**src/design/ffba_pkg.sv**
```systemverilog
package ffba_pkg;

  localparam int unsigned LEN_W   = 9;
  localparam int unsigned CFG_A_W = 8;

  localparam logic [CFG_A_W-1:0] CFG_POOL_BASE   = 8'd0;
  localparam logic [CFG_A_W-1:0] CFG_BLOCK_SHIFT = 8'd1;

  localparam logic [4:0] BLOCK_SHIFT_RST = 5'd12;

  typedef struct packed {
    logic [LEN_W-1:0] blocks_needed;
    logic [31:0]      request_bytes;
  } req_t;

  typedef struct packed {
    logic        found;
    logic [7:0]  start_block;
    logic [31:0] address;
  } rsp_t;

  typedef struct packed {
    logic             busy;
    logic             head;
    logic [LEN_W-1:0] len;
  } blk_info_t;

  typedef enum logic [2:0] {
    ST_CLEAR,
    ST_IDLE,
    ST_SCAN,
    ST_MARK,
    ST_DONE
  } state_e;

  typedef struct packed {
    logic clear_wr;
    logic load_req;
    logic scan_start;
    logic scan_en;
    logic mark_wr;
    logic load_out;
  } ctrl_cmd_t;

  typedef struct packed {
    logic clear_last;
    logic req_zero;
    logic hit;
    logic scan_last;
    logic mark_last;
    logic out_full;
  } ctrl_status_t;

endpackage

```
**src/design/ffba_ctrl.sv**
```systemverilog
module ffba_ctrl
  import ffba_pkg::*;
(
  input  logic         clk_i,
  input  logic         rst_ni,
  input  logic         req_valid_i,
  input  logic         rsp_ready_i,
  input  ctrl_status_t status_i,
  output ctrl_cmd_t    cmd_o,
  output logic         req_ready_o
);

  state_e state_q, state_d;

  always_ff @(posedge clk_i or negedge rst_ni) begin
    if (!rst_ni) begin
      state_q <= ST_CLEAR;
    end else begin
      state_q <= state_d;
    end
  end

  always_comb begin
    state_d     = state_q;
    cmd_o       = '0;
    req_ready_o = 1'b0;
    case (state_q)
      ST_CLEAR: begin
        cmd_o.clear_wr = 1'b1;
        if (status_i.clear_last) begin
          state_d = ST_IDLE;
        end
      end
      ST_IDLE: begin
        req_ready_o = 1'b1;
        if (req_valid_i) begin
          cmd_o.load_req = 1'b1;
          if (status_i.req_zero) begin
            state_d = ST_DONE;
          end else begin
            cmd_o.scan_start = 1'b1;
            state_d          = ST_SCAN;
          end
        end
      end
      ST_SCAN: begin
        cmd_o.scan_en = 1'b1;
        if (status_i.hit) begin
          state_d = ST_MARK;
        end else if (status_i.scan_last) begin
          state_d = ST_DONE;
        end
      end
      ST_MARK: begin
        cmd_o.mark_wr = 1'b1;
        if (status_i.mark_last) begin
          state_d = ST_DONE;
        end
      end
      ST_DONE: begin
        // wait until the previous result has been taken
        if (!status_i.out_full || rsp_ready_i) begin
          cmd_o.load_out = 1'b1;
          state_d        = ST_IDLE;
        end
      end
      default: begin
        state_d = ST_IDLE;
      end
    endcase
  end

endmodule

```
**src/design/ffba_datapath.sv**
```systemverilog
module ffba_datapath
  import ffba_pkg::*;
#(
  parameter int unsigned NUM_BLOCKS = 256
) (
  input  logic               clk_i,
  input  logic               rst_ni,
  input  ctrl_cmd_t          cmd_i,
  output ctrl_status_t       status_o,
  input  req_t               req_i,
  input  logic               rsp_ready_i,
  output logic               rsp_valid_o,
  output rsp_t               rsp_o,
  input  logic               cfg_valid_i,
  input  logic [CFG_A_W-1:0] cfg_index_i,
  input  logic [31:0]        cfg_data_i
);

  localparam int unsigned IW = $clog2(NUM_BLOCKS);

  // configuration
  logic [31:0] pool_base_q;
  logic [4:0]  block_shift_q;

  always_ff @(posedge clk_i or negedge rst_ni) begin
    if (!rst_ni) begin
      pool_base_q   <= '0;
      block_shift_q <= BLOCK_SHIFT_RST;
    end else if (cfg_valid_i) begin
      if (cfg_index_i == CFG_POOL_BASE) begin
        pool_base_q <= cfg_data_i;
      end else if (cfg_index_i == CFG_BLOCK_SHIFT) begin
        block_shift_q <= cfg_data_i[4:0];
      end
    end
  end

  // block state memories
  blk_info_t   info_mem [NUM_BLOCKS];
  logic [31:0] size_mem [NUM_BLOCKS];
  blk_info_t   info_rdata_q;

  logic [LEN_W-1:0] need_q;
  logic [31:0]      bytes_q;
  logic [IW-1:0]    clr_cnt_q;
  logic [IW:0]      scan_cnt_q;
  logic             rvalid_q;
  logic [IW-1:0]    eval_idx_q;
  logic [LEN_W-1:0] run_cnt_q, run_cnt_d;
  logic [IW-1:0]    start_q, start_d;
  logic             found_q, found_d;
  logic [LEN_W-1:0] mark_cnt_q;
  logic             out_valid_q;
  rsp_t             rsp_q;

  logic             issue;
  logic             blk_free;
  logic             hit;
  logic [IW-1:0]    mark_addr;
  logic [IW-1:0]    wr_addr;
  logic             wr_en;
  blk_info_t        wr_info;
  logic             size_wr;
  logic [31:0]      size_wdata;
  logic [31:0]      start_ext;
  logic [31:0]      address;

  assign mark_addr = start_q + IW'(mark_cnt_q);

  always_comb begin
    wr_en      = cmd_i.clear_wr | cmd_i.mark_wr;
    wr_addr    = cmd_i.clear_wr ? clr_cnt_q : mark_addr;
    wr_info    = '0;
    size_wr    = cmd_i.clear_wr;
    size_wdata = '0;
    if (cmd_i.mark_wr) begin
      wr_info.busy = 1'b1;
      wr_info.head = (mark_cnt_q == '0);
      wr_info.len  = need_q;
      size_wr      = (mark_cnt_q == '0);
      size_wdata   = bytes_q;
    end
  end

  always_ff @(posedge clk_i) begin
    if (wr_en) begin
      info_mem[wr_addr] <= wr_info;
    end
    if (size_wr) begin
      size_mem[wr_addr] <= size_wdata;
    end
  end

  assign issue = cmd_i.scan_en && (scan_cnt_q < (IW+1)'(NUM_BLOCKS));

  always_ff @(posedge clk_i) begin
    if (issue) begin
      info_rdata_q <= info_mem[scan_cnt_q[IW-1:0]];
    end
  end

  // first-fit run tracking on the returned busy bits
  assign blk_free = !info_rdata_q.busy;
  assign hit      = cmd_i.scan_en && rvalid_q && blk_free && (run_cnt_q + 9'd1 == need_q);

  always_comb begin
    run_cnt_d = run_cnt_q;
    start_d   = start_q;
    found_d   = found_q;
    if (cmd_i.load_req) begin
      run_cnt_d = '0;
      start_d   = '0;
      found_d   = 1'b0;
    end else if (cmd_i.scan_en && rvalid_q) begin
      if (!blk_free) begin
        run_cnt_d = '0;
      end else begin
        if (run_cnt_q == '0) begin
          start_d = eval_idx_q;
        end
        run_cnt_d = run_cnt_q + 9'd1;
        if (hit) begin
          found_d = 1'b1;
        end
      end
    end
  end

  always_ff @(posedge clk_i or negedge rst_ni) begin
    if (!rst_ni) begin
      clr_cnt_q   <= '0;
      scan_cnt_q  <= '0;
      rvalid_q    <= 1'b0;
      run_cnt_q   <= '0;
      start_q     <= '0;
      found_q     <= 1'b0;
      mark_cnt_q  <= '0;
      out_valid_q <= 1'b0;
    end else begin
      if (cmd_i.clear_wr) begin
        clr_cnt_q <= clr_cnt_q + IW'(1);
      end
      if (cmd_i.scan_start) begin
        scan_cnt_q <= '0;
        rvalid_q   <= 1'b0;
        mark_cnt_q <= '0;
      end else begin
        if (issue) begin
          scan_cnt_q <= scan_cnt_q + (IW+1)'(1);
        end
        rvalid_q <= issue;
        if (cmd_i.mark_wr) begin
          mark_cnt_q <= mark_cnt_q + 9'd1;
        end
      end
      run_cnt_q <= run_cnt_d;
      start_q   <= start_d;
      found_q   <= found_d;
      if (cmd_i.load_out) begin
        out_valid_q <= 1'b1;
      end else if (rsp_ready_i) begin
        out_valid_q <= 1'b0;
      end
    end
  end

  always_ff @(posedge clk_i) begin
    if (cmd_i.load_req) begin
      need_q  <= req_i.blocks_needed;
      bytes_q <= req_i.request_bytes;
    end
    if (issue) begin
      eval_idx_q <= scan_cnt_q[IW-1:0];
    end
  end

  // byte address of the run, wraps at 32 bits
  assign start_ext = 32'(start_q);
  assign address   = pool_base_q + (start_ext << block_shift_q);

  always_ff @(posedge clk_i) begin
    if (cmd_i.load_out) begin
      rsp_q.found       <= found_q;
      rsp_q.start_block <= found_q ? start_ext[7:0] : 8'd0;
      rsp_q.address     <= found_q ? address : 32'd0;
    end
  end

  assign rsp_valid_o = out_valid_q;
  assign rsp_o       = rsp_q;

  assign status_o.clear_last = (clr_cnt_q == IW'(NUM_BLOCKS - 1));
  assign status_o.req_zero   = (req_i.blocks_needed == '0);
  assign status_o.hit        = hit;
  assign status_o.scan_last  = rvalid_q && (eval_idx_q == IW'(NUM_BLOCKS - 1));
  assign status_o.mark_last  = (mark_cnt_q == need_q - 9'd1);
  assign status_o.out_full   = out_valid_q;

endmodule

```
**src/design/first_fit_block_allocator.sv**
```systemverilog
// channel  direction  handshake                payload
// req      in         req_valid_i/req_ready_o  req_i (blocks_needed, request_bytes)
// rsp      out        rsp_valid_o/rsp_ready_i  rsp_o (found, start_block, address)
// cfg      in         cfg_valid_i/cfg_ready_o  cfg_index_i, cfg_data_i
//
// one request at a time: the busy map is read one block per cycle through a single
// registered read port, so a request scans up to NUM_BLOCKS blocks and, if a fitting
// run is found, then marks its blocks_needed blocks.
// after reset a clearing pass over all NUM_BLOCKS blocks zeroes the block memories while
// req_ready_o stays low; cfg writes are taken at any time.
// a stalled result holds in the output register and the next request is accepted.
module first_fit_block_allocator
  import ffba_pkg::*;
#(
  parameter int unsigned NUM_BLOCKS = 256
) (
  input  logic               clk_i,
  input  logic               rst_ni,
  input  logic               req_valid_i,
  output logic               req_ready_o,
  input  req_t               req_i,
  output logic               rsp_valid_o,
  input  logic               rsp_ready_i,
  output rsp_t               rsp_o,
  input  logic               cfg_valid_i,
  output logic               cfg_ready_o,
  input  logic [CFG_A_W-1:0] cfg_index_i,
  input  logic [31:0]        cfg_data_i
);

  ctrl_cmd_t    cmd;
  ctrl_status_t status;

  assign cfg_ready_o = 1'b1;

  ffba_ctrl u_ctrl (
    .clk_i       (clk_i),
    .rst_ni      (rst_ni),
    .req_valid_i (req_valid_i),
    .rsp_ready_i (rsp_ready_i),
    .status_i    (status),
    .cmd_o       (cmd),
    .req_ready_o (req_ready_o)
  );

  ffba_datapath #(
    .NUM_BLOCKS (NUM_BLOCKS)
  ) u_datapath (
    .clk_i       (clk_i),
    .rst_ni      (rst_ni),
    .cmd_i       (cmd),
    .status_o    (status),
    .req_i       (req_i),
    .rsp_ready_i (rsp_ready_i),
    .rsp_valid_o (rsp_valid_o),
    .rsp_o       (rsp_o),
    .cfg_valid_i (cfg_valid_i),
    .cfg_index_i (cfg_index_i),
    .cfg_data_i  (cfg_data_i)
  );

endmodule
```
**config.mk**
```make
export PLATFORM = sky130hd
export DESIGN_NAME = first_fit_block_allocator
export DESIGN_NICKNAME = d
export VERILOG_FILES = /design/src/design/ffba_pkg.sv /design/src/design/ffba_ctrl.sv /design/src/design/ffba_datapath.sv /design/src/design/first_fit_block_allocator.sv
export SDC_FILE = /design/constraint.sdc
export NUM_CORES = 1
export LEC_CHECK = 0
export BUFFER_PORTS_ARGS = -buffer_cell sky130_fd_sc_hd__buf_2
export CAP_MARGIN = 20
export CORE_MARGIN = 8
export CORE_UTILIZATION = 40
export CTS_BUF_LIST = sky130_fd_sc_hd__clkbuf_2 sky130_fd_sc_hd__clkbuf_4 sky130_fd_sc_hd__clkbuf_8
export DETAILED_ROUTE_END_ITERATION = 6
export GPL_TIMING_DRIVEN = 0
export PLACE_DENSITY_LB_ADDON = 0.25
export SLEW_MARGIN = 20
export SYNTH_ARGS = -nofsm -noshare
export SYNTH_HDL_FRONTEND = slang
export SYNTH_HIERARCHICAL = 1
export SYNTH_SLANG_ARGS = --single-unit
```
**constraint.sdc**
```tcl
create_clock -name clk_i -period 5.8 [get_ports clk_i]
set_input_delay 0.87 -clock clk_i [delete_from_list [all_inputs] [get_ports clk_i]]
set_output_delay 0.87 -clock clk_i [all_outputs]
set_load 0.05 [all_outputs]
```
==> impl_results.html <==
<table>
<tr><th>Metric</th><th>Value</th></tr>
<tr><th colspan="2">Run status</th></tr>
<tr><td>Outcome</td><td>complete, no violations</td></tr>
<tr><th colspan="2">Power and ir drop</th></tr>
<tr><td>Sw Pwr</td><td>1.32 mW</td></tr>
<tr><td>Highest ir drop seen on vdd</td><td>0.000120 V</td></tr>
<tr><td>Net Sw Frac</td><td>22.0%</td></tr>
<tr><td>Design internal power</td><td>4.68 mW</td></tr>
<tr><td>Static leakage</td><td>7.69 nW</td></tr>
<tr><td>Clock network fraction of total power</td><td>44.5%</td></tr>
<tr><td>PwrDens</td><td>260 nW/um^2</td></tr>
<tr><td>Register share of total power</td><td>51.7%</td></tr>
<tr><td>Relative contribution of combinational cells to total power</td><td>3.8%</td></tr>
<tr><th colspan="2">STA</th></tr>
<tr><td>Minimum setup slack in the final design</td><td>1370 ps</td></tr>
<tr><td>Smallest hold slack</td><td>149 ps</td></tr>
<tr><td>Final setup fails</td><td>0</td></tr>
<tr><td>Pin slew with the least headroom to its limit</td><td>987 ps</td></tr>
<tr><td>Worst-case headroom to the max-slew limit</td><td>34.2%</td></tr>
<tr><td>Worst clock skew</td><td>32.3 ps</td></tr>
<tr><td>Final Hold Vio Count</td><td>0</td></tr>
<tr><td>Highest clock frequency the design can meet</td><td>0.226 GHz</td></tr>
<tr><td>Minimum period implied by the final worst setup slack</td><td>4430 ps</td></tr>
<tr><td>RSZ-0062 raised after global routing</td><td>no</td></tr>
<tr><td>Final slew viol count</td><td>0</td></tr>
<tr><td>Part of the cycle the worst path needs</td><td>76.4%</td></tr>
<tr><th colspan="2">Yosys</th></tr>
<tr><td>Syn_nets</td><td>1740</td></tr>
<tr><td>FF+latch count, synth</td><td>401</td></tr>
<tr><td>Number of flops mapped to enable cells by yosys</td><td>315</td></tr>
<tr><td>Number of distinct standard cells referenced by the synthesized netlist</td><td>77</td></tr>
<tr><td>Share of synthesized flip-flops with an asynchronous set or reset</td><td>21.4%</td></tr>
<tr><td>Yosys synthesis warning count</td><td>6</td></tr>
<tr><td>Area of the mapped netlist</td><td>20200 um^2</td></tr>
<tr><td>Share of the yosys chip area belonging to registers</td><td>57.6%</td></tr>
<tr><td>Main synth FF type</td><td>edfxtp_1</td></tr>
<tr><td>Average cell area after synthesis</td><td>12.5 um^2</td></tr>
<tr><td>Number of instances in the synthesized netlist</td><td>1608</td></tr>
<tr><th colspan="2">Global routing</th></tr>
<tr><td>Number of antenna violations at the first check in global routing</td><td>0</td></tr>
<tr><td>Residual overflow from global routing</td><td>0</td></tr>
<tr><td>Number of global-route vias before repair</td><td>13800</td></tr>
<tr><td>Largest net degree at the start of global routing</td><td>92</td></tr>
<tr><td>Global-route wire length before repair</td><td>78400 um</td></tr>
<tr><td>Global-route total usage across every layer</td><td>17.4%</td></tr>
<tr><th colspan="2">Clock network</th></tr>
<tr><td>Clk Tree Root Cell</td><td>clkbuf_8</td></tr>
<tr><td>Clock buffer depth</td><td>3</td></tr>
<tr><td>Post-CTS repair timing setup buffer count</td><td>0</td></tr>
<tr><td>Post-CTS resize count</td><td>0</td></tr>
<tr><td>Number of buffers inserted by hold repair at cts</td><td>0</td></tr>
<tr><td>Total CTS buffers</td><td>71</td></tr>
<tr><td>Later-pin clock latency in the skew report</td><td>630 ps</td></tr>
<tr><td>Clock transition time at the flip-flop clock pins of the worst setup and hold paths</td><td>60 ps</td></tr>
<tr><td>Max H-tree Level</td><td>3</td></tr>
<tr><td>Clock tree from TritonCTS</td><td>done</td></tr>
<tr><td>Total number of clock tree sinks</td><td>401</td></tr>
<tr><th colspan="2">Detailed routing</th></tr>
<tr><td>Routed length on met1</td><td>21500 um</td></tr>
<tr><td>Routed wire length</td><td>49600 um</td></tr>
<tr><td>Iter 0 DRT Violations</td><td>1111</td></tr>
<tr><td>Top Layer Used</td><td>met4</td></tr>
<tr><td>Via total after detailed routing</td><td>13600</td></tr>
<tr><td>Count of unresolved DRC violations after routing</td><td>0</td></tr>
<tr><td>DR pass1 iterations</td><td>4</td></tr>
<tr><td>Count of nets left with antenna violations after detail routing</td><td>0</td></tr>
<tr><td>Met3 wire length</td><td>2790 um</td></tr>
<tr><td>Wire length per cell</td><td>19.7 um</td></tr>
<tr><td>Ratio of routed vias to standard cells</td><td>5.40</td></tr>
<tr><td>Sum of met2 wire segment lengths after detailed routing</td><td>24000 um</td></tr>
<tr><th colspan="2">Final layout</th></tr>
<tr><td>Area growth, synth to finish</td><td>14.5%</td></tr>
<tr><td>NumNets Final</td><td>1914</td></tr>
<tr><td>Number of inserted diodes</td><td>0</td></tr>
<tr><td>Final core utilization</td><td>46.2%</td></tr>
<tr><td>Final non-filler cell area</td><td>23100 um^2</td></tr>
<tr><td>Layout cell share with drive strength beyond 1</td><td>24.1%</td></tr>
<tr><th colspan="2">Setup path</th></tr>
<tr><td>Master of the slowest instance on the critical path</td><td>dfrtp_1</td></tr>
<tr><td>Maximum fanout count along the critical path</td><td>10</td></tr>
<tr><td>Cell family with the largest share of critical-path delay</td><td>compound AO/OA/AOI/OAI gates</td></tr>
<tr><td>Required time of the worst setup path</td><td>6140 ps</td></tr>
<tr><td>Buffers &amp; Inverters on Critical Path</td><td>1</td></tr>
<tr><td>Arrival time of the worst setup path</td><td>4770 ps</td></tr>
<tr><td>CP Capture Type</td><td>flip-flop</td></tr>
<tr><td>Category of the critical setup timing path</td><td>flip-flop to flip-flop</td></tr>
<tr><td>Crit start category</td><td>flip-flop</td></tr>
<tr><td>Highest cell delay on the worst timing path</td><td>420 ps</td></tr>
<tr><td>Cells along the critical path</td><td>buf_2 &gt; mux2_2 &gt; o21ai_0 &gt; nand2_1 &gt; o21ai_0 &gt; mux2i_1 &gt; and2_1 &gt; ha_1 &gt; and3_1 &gt; o2111a_1 &gt; a22oi_1 &gt; o211ai_1 &gt; o31a_1 &gt; a21oi_1 &gt; o31ai_1 &gt; mux2i_1</td></tr>
<tr><th colspan="2">Placed design</th></tr>
<tr><td>Placed inst area</td><td>21600 um^2</td></tr>
<tr><td>Dpl ws</td><td>1480 ps</td></tr>
<tr><td>Placed wire-length estimate</td><td>34300 um</td></tr>
<tr><td>Final estimated routing congestion in global placement</td><td>0.865</td></tr>
<tr><td>IO buf count</td><td>96</td></tr>
<tr><th colspan="2">Die</th></tr>
<tr><td>Die area</td><td>57800 um^2</td></tr>
<tr><td>FP Rows</td><td>82</td></tr>
<tr><td>Effective utilization at floorplan</td><td>40.3%</td></tr>
<tr><td>Die extent in y</td><td>240 um</td></tr>
<tr><td>Core outline area</td><td>50000 um^2</td></tr>
<tr><td>IO Pins</td><td>130</td></tr>
<tr><td>Die X</td><td>240 um</td></tr>
<tr><th colspan="2">Job</th></tr>
<tr><td>Count of maximum capacitance violations</td><td>0</td></tr>
<tr><th colspan="2">Min path</th></tr>
<tr><td>HP Class</td><td>primary input to asynchronous set/reset pin</td></tr>
</table>
[cells in the final DEF (no fill, tap or decap), types with 8 or more instances in the layout]
master    count
nor2_1      322
edfxtp_1    315
buf_2       112
nand2_1      88
dfrtp_1      84
clkbuf_8     76
mux4_2       71
o21ai_0      58
clkbuf_1     56
mux2_2       47
ha_1         44
a21oi_1      41
nor2_2       39
mux2i_1      37
clkbuf_4     34
xnor2_1      32
xor2_1       32
and2_1       24
inv_1        22
nand2b_1     19
nand3_1      18
a211oi_1     18
nand4_1      17
nor3_1       14
and3_1       14
nor2b_1      13
or3_1        13
a21o_1       12
buf_6        11
o22ai_1       9
buf_4         8
clkinv_1      8
a31oi_1       8
[kinds of logic (layout without fill, tap and decap cells)]
family	Yosys count	in the layout	share of synthesized area, %
flip-flops	401	401	57.6
multiplexers	156	156	12.5
buffers and inverters	118	350	2.82
XOR/XNOR	64	64	2.78
other	1	1	0.0186
AO/OA/AOI/OAI	205	205	6.82
adder cells (fa/ha/maj)	46	46	2.93
AND/OR/NAND/NOR	617	617	14.5
[worst paths after layout]
check / end / depth (start not counted) / from / slack (ps)
max: u_datapath/rsp_o[30] / 16 / u_datapath/block_shift_q[0] / 1370
min: u_datapath/pool_base_q[12] / 1 / rst_ni / 150
max reg2reg: u_datapath/rsp_o[30] / 16 / u_datapath/block_shift_q[0] / 1370
min reg2reg: u_datapath/eval_idx_q[2] / 0 / u_datapath/scan_cnt_q[2] / 470
max in group asynchronous: u_datapath/block_shift_q[2] / 2 / rst_ni / 5010
min in group clk_i: u_datapath/need_q[5] / 1 / req_i[37] / 430
[synth_stat cells (6+ instances only)]
cell type | count | area [um^2]
nor4_1 | 7 | 43.8
buf_6 | 10 | 113
nand2_1 | 88 | 330
o21bai_1 | 7 | 52.6
edfxtp_1 | 315 | 9460
a21o_1 | 12 | 90.1
nor2_1 | 323 | 1210
a31oi_1 | 8 | 50.1
a21oi_1 | 41 | 205
clkbuf_1 | 56 | 210
inv_1 | 22 | 82.6
nor2_2 | 39 | 244
nand3_1 | 18 | 90.1
xor2_1 | 32 | 280
buf_2 | 17 | 85.1
o22ai_1 | 9 | 56.3
mux2i_1 | 37 | 370
buf_4 | 8 | 60.1
xnor2_1 | 32 | 280
and3_1 | 14 | 87.6
o21ai_0 | 58 | 290
nand3_4 | 6 | 105
nor3_1 | 14 | 70.1
dfrtp_1 | 84 | 2100
or3_1 | 13 | 81.3
mux4_2 | 71 | 1600
nor2b_1 | 13 | 81.3
a211oi_1 | 18 | 135
nand2b_1 | 19 | 119
mux2_2 | 47 | 529
nand4_1 | 17 | 106
and2_1 | 25 | 156
ha_1 | 44 | 551
[power by group through the flow]
stage	combinational (mW)	clock, mW	sequential, mW
after floorplan	0.154	0	3.16
after global placement	0.223	0	3.16
after detailed placement	0.229	0	3.16
after CTS	0.230	2.76	3.10
after global routing	0.258	2.87	3.10
final	0.229	2.67	3.10
[worst register-to-register path, delay by kind of cell, from the launching register on]
| kind | cells | cell delay [ps] |
|---|---|---|
| simple gates | 3 | 500 |
| compound gates | 8 | 1980 |
| buf+inv | 1 | 240 |
| flops | 1 | 420 |
| mux | 3 | 670 |
| fa+ha+maj | 1 | 330 |
[area by class of cell]
type                    instances  area (um^2)
clock buffers                 110         1300
inverters                      22         82.6
plain buffers                  96          487
repair buffers                101          602
fillers                      4543        26900
well taps                     672          841
flip-flops and latches        401        11600
clock inverters                21          174
multi-input cells            1089         7990
[layer usage]
layer | global-route usage (%) | up-vias
met1 | 23.0 | 6797
met4 | 5.57 | 0
met2 | 28.9 | 395
met3 | 3.08 | 96
met5 | 0 | -
li1 | - | 6265
[registers in the layout (all words and copies together), names as in the netlist, 3 cells and up]
name                      cells
u_datapath/scan_cnt_q         9
u_datapath/clr_cnt_q          8
u_datapath/rsp_o             41
u_datapath/mark_cnt_q         9
u_datapath/need_q             9
u_datapath/pool_base_q       32
u_datapath/start_q            8
u_datapath/block_shift_q      5
u_datapath/eval_idx_q         8
u_datapath/run_cnt_q          9
u_datapath/info_mem         256
u_ctrl/state_q                3
[through the flow]
step           power [mW]  std cells  TNS, ps
6_report             6.00       2512        0
5_1_grt              6.23       2512        0
4_1_cts              6.09       2512        0
3_5_place_dp         3.39       2381        0
3_3_place_gp         3.38       2376   -55520
2_1_floorplan        3.31       1608        0
No activity file was read; power rests on OpenSTA's default activity.
